### src/rtl/hsvrgb_pkg.sv
// Shared constants, fixed-point formats and transaction structs for the
// HSV to RGB converter pipeline. No dependencies.
package hsvrgb_pkg;

    // Field formats
    localparam int HUE_FRAC_BITS  = 6;
    localparam int UNIT_FRAC_BITS = 12;
    localparam int HUE_W          = 16;
    localparam int SAT_W          = 13;
    localparam int BRIGHT_W       = 13;
    localparam int CHAN_W         = 8;
    localparam int CHAN_MAX       = 255;

    // One sector is 60 degrees; 60 = 15 * 4, so hue / D = (hue >> (HFB + 2)) / 15
    localparam int SECTOR_WIDTH = 60 << HUE_FRAC_BITS;
    localparam int SECTOR_MAX   = ((2 ** HUE_W) - 1) / SECTOR_WIDTH;
    localparam int SECT_W       = $clog2(SECTOR_MAX + 1);
    localparam int REM_W        = $clog2(SECTOR_WIDTH);
    localparam int K_W          = $clog2(SECTOR_WIDTH + 1);
    localparam int BASE_W       = HUE_W + 1;

    // Reciprocal of 15 for the sector quotient
    localparam int HX_W         = HUE_W - HUE_FRAC_BITS - 2;
    localparam int RECIP_SHIFT  = 20;
    localparam int RECIP_W      = RECIP_SHIFT - 3;
    localparam int RECIP        = ((2 ** RECIP_SHIFT) / 15) + 1;
    localparam int QPROD_W      = HX_W + RECIP_W;

    // Channel arithmetic: 255 * v * (D*U - k*s) / (D*U*U)
    //   = 17 * v * (D*U - k*s) >> (HFB + 2*UFB + 2)
    localparam longint FULL     = longint'(SECTOR_WIDTH) << UNIT_FRAC_BITS;
    localparam int SUB_W        = K_W + SAT_W;
    localparam int DIFF_W       = $clog2(FULL + 1);
    localparam int CMP_W        = (SUB_W > DIFF_W) ? SUB_W : DIFF_W;
    localparam int V17_W        = BRIGHT_W + 5;
    localparam int PROD_W       = V17_W + DIFF_W;
    localparam int SCALE_SHIFT  = HUE_FRAC_BITS + 2 * UNIT_FRAC_BITS + 2;
    localparam int SCALED_W     = (PROD_W - SCALE_SHIFT > CHAN_W) ?
                                  (PROD_W - SCALE_SHIFT) : (CHAN_W + 1);

    // Hue sectors
    localparam logic [SECT_W-1:0] SEC_RED_YEL = SECT_W'(0);
    localparam logic [SECT_W-1:0] SEC_YEL_GRN = SECT_W'(1);
    localparam logic [SECT_W-1:0] SEC_GRN_CYN = SECT_W'(2);
    localparam logic [SECT_W-1:0] SEC_CYN_BLU = SECT_W'(3);
    localparam logic [SECT_W-1:0] SEC_BLU_MAG = SECT_W'(4);
    localparam logic [SECT_W-1:0] SEC_MAG_RED = SECT_W'(5);

    // Sector front end to channel arithmetic
    typedef struct packed {
        logic [SECT_W-1:0]   sector;
        logic [REM_W-1:0]    rem;
        logic [K_W-1:0]      tk;
        logic [SAT_W-1:0]    sat;
        logic [BRIGHT_W-1:0] bright;
    } hsvrgb_pos_t;

    // Channel arithmetic to sector mapping
    typedef struct packed {
        logic [SECT_W-1:0]   sector;
        logic [SCALED_W-1:0] cv;
        logic [SCALED_W-1:0] cp;
        logic [SCALED_W-1:0] cq;
        logic [SCALED_W-1:0] ct;
    } hsvrgb_chan_t;

endpackage

### src/rtl/hsv_to_rgb_converter.sv
// Top level of the HSV to RGB converter: six-stage pipeline built from
// hsvrgb_sector, hsvrgb_chan and hsvrgb_map. Depends on hsvrgb_pkg.
//
//   channel | handshake             | payload
//   --------+-----------------------+-------------------------------------
//   HSV in  | hsv_valid / hsv_ready | hue[15:0], saturation[12:0], brightness[12:0]
//   RGB out | rgb_valid / rgb_ready | red[7:0], green[7:0], blue[7:0]
//
// One transaction per clock sustained while rgb_ready stays high. The accepting
// edge loads the first of six register stages: two sector stages, three channel
// multiply stages and the output register. rgb_valid rises once the transaction
// reaches the output register. Reset clears the stage valid bits only. Each stage
// holds only while it is full and the stage after it cannot take data, so
// empty slots close up under a stall and hsv_ready stays high until the
// whole pipe is full.
module hsv_to_rgb_converter (
    input  logic                            clk,
    input  logic                            rst_n,
    input  logic                            hsv_valid,
    output logic                            hsv_ready,
    input  logic [hsvrgb_pkg::HUE_W-1:0]    hue,
    input  logic [hsvrgb_pkg::SAT_W-1:0]    saturation,
    input  logic [hsvrgb_pkg::BRIGHT_W-1:0] brightness,
    output logic                            rgb_valid,
    input  logic                            rgb_ready,
    output logic [hsvrgb_pkg::CHAN_W-1:0]   red,
    output logic [hsvrgb_pkg::CHAN_W-1:0]   green,
    output logic [hsvrgb_pkg::CHAN_W-1:0]   blue
);
    import hsvrgb_pkg::*;

    logic         pos_valid;
    logic         pos_ready;
    hsvrgb_pos_t  pos;
    logic         chan_valid;
    logic         chan_ready;
    hsvrgb_chan_t chan;

    hsvrgb_sector u_sector (
        .clk        (clk),
        .rst_n      (rst_n),
        .in_valid   (hsv_valid),
        .in_ready   (hsv_ready),
        .hue        (hue),
        .saturation (saturation),
        .brightness (brightness),
        .out_valid  (pos_valid),
        .out_ready  (pos_ready),
        .out_pos    (pos)
    );

    hsvrgb_chan u_chan (
        .clk       (clk),
        .rst_n     (rst_n),
        .in_valid  (pos_valid),
        .in_ready  (pos_ready),
        .in_pos    (pos),
        .out_valid (chan_valid),
        .out_ready (chan_ready),
        .out_chan  (chan)
    );

    hsvrgb_map u_map (
        .clk       (clk),
        .rst_n     (rst_n),
        .in_valid  (chan_valid),
        .in_ready  (chan_ready),
        .in_chan   (chan),
        .out_valid (rgb_valid),
        .out_ready (rgb_ready),
        .red       (red),
        .green     (green),
        .blue      (blue)
    );

endmodule

### src/rtl/hsvrgb_sector.sv
// Two pipeline stages: hue sector by reciprocal multiply, then the remainder
// within the sector and its complement. Depends on hsvrgb_pkg.
module hsvrgb_sector (
    input  logic                          clk,
    input  logic                          rst_n,
    input  logic                          in_valid,
    output logic                          in_ready,
    input  logic [hsvrgb_pkg::HUE_W-1:0]    hue,
    input  logic [hsvrgb_pkg::SAT_W-1:0]    saturation,
    input  logic [hsvrgb_pkg::BRIGHT_W-1:0] brightness,
    output logic                          out_valid,
    input  logic                          out_ready,
    output hsvrgb_pkg::hsvrgb_pos_t       out_pos
);
    import hsvrgb_pkg::*;

    logic                a_valid_reg;
    logic                a_ready;
    logic [HUE_W-1:0]    a_hue_reg;
    logic [SAT_W-1:0]    a_sat_reg;
    logic [BRIGHT_W-1:0] a_bright_reg;
    logic [SECT_W-1:0]   a_sector_reg;
    logic [SECT_W-1:0]   a_sector_next;
    logic [HX_W-1:0]     hx;
    logic [QPROD_W-1:0]  qprod;

    logic                b_valid_reg;
    logic                b_ready;
    hsvrgb_pos_t         b_pos_reg;
    hsvrgb_pos_t         b_pos_next;
    logic [BASE_W-1:0]   base;

    assign a_ready  = !a_valid_reg || b_ready;
    assign b_ready  = !b_valid_reg || out_ready;
    assign in_ready = a_ready;

    // floor(hue / D) = floor((hue >> (HFB + 2)) / 15)
    assign hx            = hue[HUE_W-1:HUE_W-HX_W];
    assign qprod         = QPROD_W'(hx) * QPROD_W'(RECIP);
    assign a_sector_next = SECT_W'(qprod >> RECIP_SHIFT);

    always_ff @(posedge clk or negedge rst_n)
    begin
        if (!rst_n)
        begin
            a_valid_reg <= 1'b0;
            b_valid_reg <= 1'b0;
        end
        else
        begin
            if (a_ready)
            begin
                a_valid_reg <= in_valid;
            end
            if (b_ready)
            begin
                b_valid_reg <= a_valid_reg;
            end
        end
    end

    always_ff @(posedge clk)
    begin
        if (a_ready && in_valid)
        begin
            a_hue_reg    <= hue;
            a_sat_reg    <= saturation;
            a_bright_reg <= brightness;
            a_sector_reg <= a_sector_next;
        end
        if (b_ready && a_valid_reg)
        begin
            b_pos_reg <= b_pos_next;
        end
    end

    always_comb
    begin
        base              = BASE_W'(a_sector_reg) * BASE_W'(SECTOR_WIDTH);
        b_pos_next.sector = a_sector_reg;
        b_pos_next.rem    = REM_W'(BASE_W'(a_hue_reg) - base);
        b_pos_next.tk     = K_W'(base + BASE_W'(SECTOR_WIDTH) - BASE_W'(a_hue_reg));
        b_pos_next.sat    = a_sat_reg;
        b_pos_next.bright = a_bright_reg;
    end

    assign out_valid = b_valid_reg;
    assign out_pos   = b_pos_reg;

endmodule

### src/rtl/hsvrgb_chan.sv
// Three pipeline stages of channel arithmetic: k*s products, clamped
// differences from full scale, then the brightness product. Depends on hsvrgb_pkg.
module hsvrgb_chan (
    input  logic                    clk,
    input  logic                    rst_n,
    input  logic                    in_valid,
    output logic                    in_ready,
    input  hsvrgb_pkg::hsvrgb_pos_t in_pos,
    output logic                    out_valid,
    input  logic                    out_ready,
    output hsvrgb_pkg::hsvrgb_chan_t out_chan
);
    import hsvrgb_pkg::*;

    // stage C: saturation products
    logic                c_valid_reg;
    logic                c_ready;
    logic [SECT_W-1:0]   c_sector_reg;
    logic [BRIGHT_W-1:0] c_bright_reg;
    logic [SUB_W-1:0]    c_subp_reg;
    logic [SUB_W-1:0]    c_subq_reg;
    logic [SUB_W-1:0]    c_subt_reg;

    // stage D: differences and 17*v
    logic                d_valid_reg;
    logic                d_ready;
    logic [SECT_W-1:0]   d_sector_reg;
    logic [V17_W-1:0]    d_v17_reg;
    logic [DIFF_W-1:0]   d_diffp_reg;
    logic [DIFF_W-1:0]   d_diffq_reg;
    logic [DIFF_W-1:0]   d_difft_reg;

    // stage E: scaled channels
    logic                e_valid_reg;
    logic                e_ready;
    hsvrgb_chan_t        e_chan_reg;
    hsvrgb_chan_t        e_chan_next;

    function automatic logic [DIFF_W-1:0] sub_from_full(input logic [SUB_W-1:0] sub);
        logic [DIFF_W-1:0] res;
        if (CMP_W'(sub) >= CMP_W'(FULL))
        begin
            res = '0;
        end
        else
        begin
            res = DIFF_W'(CMP_W'(FULL) - CMP_W'(sub));
        end
        return res;
    endfunction

    function automatic logic [SCALED_W-1:0] scale(input logic [V17_W-1:0] v17,
                                                  input logic [DIFF_W-1:0] diff);
        logic [PROD_W-1:0] prod;
        prod = PROD_W'(v17) * PROD_W'(diff);
        return SCALED_W'(prod >> SCALE_SHIFT);
    endfunction

    assign c_ready  = !c_valid_reg || d_ready;
    assign d_ready  = !d_valid_reg || e_ready;
    assign e_ready  = !e_valid_reg || out_ready;
    assign in_ready = c_ready;

    always_ff @(posedge clk or negedge rst_n)
    begin
        if (!rst_n)
        begin
            c_valid_reg <= 1'b0;
            d_valid_reg <= 1'b0;
            e_valid_reg <= 1'b0;
        end
        else
        begin
            if (c_ready)
            begin
                c_valid_reg <= in_valid;
            end
            if (d_ready)
            begin
                d_valid_reg <= c_valid_reg;
            end
            if (e_ready)
            begin
                e_valid_reg <= d_valid_reg;
            end
        end
    end

    always_ff @(posedge clk)
    begin
        if (c_ready && in_valid)
        begin
            c_sector_reg <= in_pos.sector;
            c_bright_reg <= in_pos.bright;
            c_subp_reg   <= SUB_W'(SECTOR_WIDTH) * SUB_W'(in_pos.sat);
            c_subq_reg   <= SUB_W'(in_pos.rem) * SUB_W'(in_pos.sat);
            c_subt_reg   <= SUB_W'(in_pos.tk) * SUB_W'(in_pos.sat);
        end
        if (d_ready && c_valid_reg)
        begin
            d_sector_reg <= c_sector_reg;
            d_v17_reg    <= (V17_W'(c_bright_reg) << 4) + V17_W'(c_bright_reg);
            d_diffp_reg  <= sub_from_full(c_subp_reg);
            d_diffq_reg  <= sub_from_full(c_subq_reg);
            d_difft_reg  <= sub_from_full(c_subt_reg);
        end
        if (e_ready && d_valid_reg)
        begin
            e_chan_reg <= e_chan_next;
        end
    end

    always_comb
    begin
        e_chan_next.sector = d_sector_reg;
        e_chan_next.cv     = scale(d_v17_reg, DIFF_W'(FULL));
        e_chan_next.cp     = scale(d_v17_reg, d_diffp_reg);
        e_chan_next.cq     = scale(d_v17_reg, d_diffq_reg);
        e_chan_next.ct     = scale(d_v17_reg, d_difft_reg);
    end

    assign out_valid = e_valid_reg;
    assign out_chan  = e_chan_reg;

endmodule

### src/rtl/hsvrgb_map.sv
// Output stage: saturate each channel to 8 bits and route V, p, q, t to
// red, green and blue by hue sector. Depends on hsvrgb_pkg.
module hsvrgb_map (
    input  logic                          clk,
    input  logic                          rst_n,
    input  logic                          in_valid,
    output logic                          in_ready,
    input  hsvrgb_pkg::hsvrgb_chan_t      in_chan,
    output logic                          out_valid,
    input  logic                          out_ready,
    output logic [hsvrgb_pkg::CHAN_W-1:0] red,
    output logic [hsvrgb_pkg::CHAN_W-1:0] green,
    output logic [hsvrgb_pkg::CHAN_W-1:0] blue
);
    import hsvrgb_pkg::*;

    logic              f_valid_reg;
    logic              f_ready;
    logic [CHAN_W-1:0] red_reg;
    logic [CHAN_W-1:0] green_reg;
    logic [CHAN_W-1:0] blue_reg;
    logic [CHAN_W-1:0] red_next;
    logic [CHAN_W-1:0] green_next;
    logic [CHAN_W-1:0] blue_next;
    logic [CHAN_W-1:0] sv;
    logic [CHAN_W-1:0] sp;
    logic [CHAN_W-1:0] sq;
    logic [CHAN_W-1:0] st;

    function automatic logic [CHAN_W-1:0] clamp(input logic [SCALED_W-1:0] x);
        logic [CHAN_W-1:0] res;
        if (x > SCALED_W'(CHAN_MAX))
        begin
            res = CHAN_W'(CHAN_MAX);
        end
        else
        begin
            res = x[CHAN_W-1:0];
        end
        return res;
    endfunction

    assign f_ready  = !f_valid_reg || out_ready;
    assign in_ready = f_ready;

    always_comb
    begin
        sv = clamp(in_chan.cv);
        sp = clamp(in_chan.cp);
        sq = clamp(in_chan.cq);
        st = clamp(in_chan.ct);
        unique case (in_chan.sector)
            SEC_RED_YEL:
            begin
                red_next = sv; green_next = st; blue_next = sp;
            end
            SEC_YEL_GRN:
            begin
                red_next = sq; green_next = sv; blue_next = sp;
            end
            SEC_GRN_CYN:
            begin
                red_next = sp; green_next = sv; blue_next = st;
            end
            SEC_CYN_BLU:
            begin
                red_next = sp; green_next = sq; blue_next = sv;
            end
            SEC_BLU_MAG:
            begin
                red_next = st; green_next = sp; blue_next = sv;
            end
            SEC_MAG_RED:
            begin
                red_next = sv; green_next = sp; blue_next = sq;
            end
            default:
            begin
                // hue at or past 360 degrees: black
                red_next = '0; green_next = '0; blue_next = '0;
            end
        endcase
    end

    always_ff @(posedge clk or negedge rst_n)
    begin
        if (!rst_n)
        begin
            f_valid_reg <= 1'b0;
        end
        else if (f_ready)
        begin
            f_valid_reg <= in_valid;
        end
    end

    always_ff @(posedge clk)
    begin
        if (f_ready && in_valid)
        begin
            red_reg   <= red_next;
            green_reg <= green_next;
            blue_reg  <= blue_next;
        end
    end

    assign out_valid = f_valid_reg;
    assign red       = red_reg;
    assign green     = green_reg;
    assign blue      = blue_reg;

endmodule
### config.mk
export PLATFORM = sky130hd
export DESIGN_NAME = hsv_to_rgb_converter
export DESIGN_NICKNAME = d
export VERILOG_FILES = /design/src/rtl/hsvrgb_pkg.sv /design/src/rtl/hsv_to_rgb_converter.sv /design/src/rtl/hsvrgb_sector.sv /design/src/rtl/hsvrgb_chan.sv /design/src/rtl/hsvrgb_map.sv
export SDC_FILE = /design/constraint.sdc
export NUM_CORES = 2
export LEC_CHECK = 0
export BUFFER_PORTS_ARGS = -buffer_cell sky130_fd_sc_hd__buf_2
export CAP_MARGIN = 0
export CORE_ASPECT_RATIO = 0.8
export CORE_UTILIZATION = 59
export DETAILED_ROUTE_END_ITERATION = 10
export GPL_ROUTABILITY_DRIVEN = 0
export HOLD_SLACK_MARGIN = 0.05
export PLACE_DENSITY = 0.74
export REMOVE_ABC_BUFFERS = 1
export SYNTH_ARGS = -nofsm -noshare
export SYNTH_HDL_FRONTEND = slang
export SYNTH_SLANG_ARGS = --single-unit
### constraint.sdc
create_clock -name clk -period 9.2 [get_ports clk]
set_input_delay 0.46 -clock clk [delete_from_list [all_inputs] [get_ports clk]]
set_output_delay 0.46 -clock clk [all_outputs]
set_load 0.05 [all_outputs]
==> impl_metrics.toml <==
[status]
status = "finished clean"

[routing]
drc = 0
dr.pass1.iters = 5
viasPerCell = 5.517
drt_iter0_drc = 3091
final_antenna_net_count = 0
vias = 41451
wire_per_inst_um = 18.86
wl_um = 141700

[clock_network]
clk_pin_slew_ns = 0.06
cts.sinks = 343
cts-resized-gates = 0
cts_max_level = 2
clock_latency_ns = 0.60
root_buffer = "clkbuf_16"
post_cts_buffers = 0
cts_tree = "done"
cts_buffers = 40
clockBufferDepth = 3

[worst_setup_path]
worstReg2RegStart = "u_chan.d_v17_reg[8]"
end_kind = "flip-flop"
cp_common_cell = "fa_1"
path_cells = "buf_4 -> nand2_1 -> fa_1 -> inv_1 -> fa_1 -> inv_1 -> fa_1 -> inv_1 -> fa_1 -> fa_1 -> inv_1 -> fa_1 -> inv_1 -> ha_1 -> nand3_1 -> nor3_1 -> nand3_1 -> o41a_1 -> a31oi_1 -> and4_1 -> a211o_1 -> a21oi_1 -> xnor2_1"
rr_endpoint = "u_chan.out_chan[19]"
cp.required_ns = 9.52
cp_slowest_stage_delay_ns = 1.30
worstPathBufferInverterCount = 6
cp.arrival_ns = 8.08
path_class = "flip-flop to flip-flop"
rrSetupSlack_ns = 1.45
crit_family = "adder cells"
startpoint_type = "flip-flop"
worst-r2r-cell-count = 23
slowest_stage = "edfxtp_1"
critPathMaxFanout = 26

[sta]
slew_headroom = 0.05324
timing.final.crit_share = 0.8429
finalCriticalPeriod_ns = 7.754
rsz0062_at_grt = "false"
fin_skew_ns = 0.03415
setup_viol = 0
setup_tns_ns = 0
worst_slew_pin_slew_ns = 1.420
max_freq_mhz = 129.0
maxSlewViolCount = 0
hold_violations = 0

[cells_and_area]
drive_above_1_share = 0.03621
area_delta_synth_final_pct = 5.264
fin_util = 0.6296
nets = 7962
largest_reg_flops = 54

[synth]
synth_compound_area_frac = 0.03812
synth_most_common_cell = "inv_1"
netlist_area_sq_um = 60400
yosys-top-cells-area = "fa_1, edfxtp_1, ha_1"
synthXorXnorAreaFrac = 0.02465
ys_types = 61
synth_edf_count = 337
async_reset_ff_frac = 0.01749
synth_cells = 6232
yosysWarnings = 0
synth_top_family_by_area = "adder cells"
yosys.area.top_type_share = 0.3988
synth_adder_area_share = 0.5135
yosysSeqAreaShare = 0.1700
syn_avg_cell_area_sq_um = 9.691
synth_common_cells = "inv_1, fa_1, nand2_1, ha_1, and2_1"
synth.largest_area_cell = "fa_1"
ys.flop_type = "edfxtp_1"
muxShareOfSynthArea = 0
synth-seq-cells = 343
yosys.area_share.simple = 0.1459

[floorplanning]
dieHeight_um = 288.2
initial_core_util = 0.5981
die-area_sq_um = 103700
die_w_um = 359.7
num_rows = 104
core_area_sq_um = 101000
ios = 72

[worst_hold_path]
hold-path-endpoint = "u_sector.a_bright_reg[6]"
hold-path-cell-count = 1
min_path_type = "input port to flip-flop"
hp-start = "brightness[6]"

[grt]
grt_max_degree = 68
grt_overflow_total = 0
antenna_found_initial = 0
first_global_vias = 45279
grt_pass1_wl_um = 236900
grt_use_total = 0.2883

[placement]
dp_hpwl_um = 107000
io_buffer_count = 71

[job]
max-cap-violations = 0
[metal layers]
layer | share of wire | vias up | GRT usage | routed length [um]
li1 | - | 18480 | - | -
met1 | 0.42 | 21027 | 0.4017 | 59700
met2 | 0.46 | 1669 | 0.4698 | 65100
met5 | 0 | - | 0 | 0
met4 | 0.026 | 0 | 0.07564 | 3732
met3 | 0.093 | 275 | 0.05248 | 13160
[worst max path at each step]
stage	startpoint	cells after the start	end
final	u_chan.d_v17_reg[8]	23	u_chan.out_chan[19]
after CTS	u_chan.d_v17_reg[8]	23	u_chan.out_chan[19]
after global placement	u_chan.d_v17_reg[3]	21	u_chan.out_chan[28]
after floorplan	u_chan.d_v17_reg[9]	20	u_chan.out_chan[28]
after global routing	u_chan.d_v17_reg[8]	23	u_chan.out_chan[19]
after detailed placement	u_chan.d_v17_reg[8]	23	u_chan.out_chan[19]
[kinds of logic (layout without fill, tap and decap cells)]
family,count (synthesis),after routing
flip-flops,343,343
AND/OR/NAND/NOR,1880,1880
XOR/XNOR,170,170
AO/OA/AOI/OAI,349,349
other,0,2
adder cells (fa/ha/maj),1757,1757
buffers and inverters,1733,1687
[layout by cell type, fill, tap and decap left out, drive strengths merged, types with 19 or more instances in the layout]
cell type and n:
inv 1450, fa 1203, nand2 997, ha 554, and2 525, edfxtp 337, nor2 162, buf 140
xnor2 108, a21oi 96, o21ai 66, xor2 62, clkbuf 46, a21o 45, nor3 37, dlygate4sd3 33
nand3 27, or3 22, nor2b 21, nand2b 19
[layout make-up]
cell class	instances	area [sq um]
clock inverter	23	304.0
inverter	1445	5424
timing repair buffer	173	1254
tap	1325	1658
multi-input combinational	4156	43640
antenna	2	5.005
clock buffer	46	1023
fill	7994	37400
sequential	343	10270
[what timing repair did]
| item | CTS | global route |
|---|---|---|
| hold buffers | 33 | 0 |
| endpoints found under the hold margin | 38 | 0 |
| setup endpoints to repair | 0 | 0 |
[stage by stage]
step	instances	instance area (sq um)	hold slack, ns	worst slack (ns)
floorplan	5944	59310	0.1644	2.251
global placement	7409	61910	0.2863	1.732
detailed placement	7409	61910	0.2892	1.612
CTS	7511	63570	0.05558	1.566
global route	7511	63570	0.05757	1.165
finish	7513	63570	0.08060	1.446
Power is left out: the tool's default activity adds up to more than one toggle a clock period on the data nets, which glitch-free logic cannot reach.
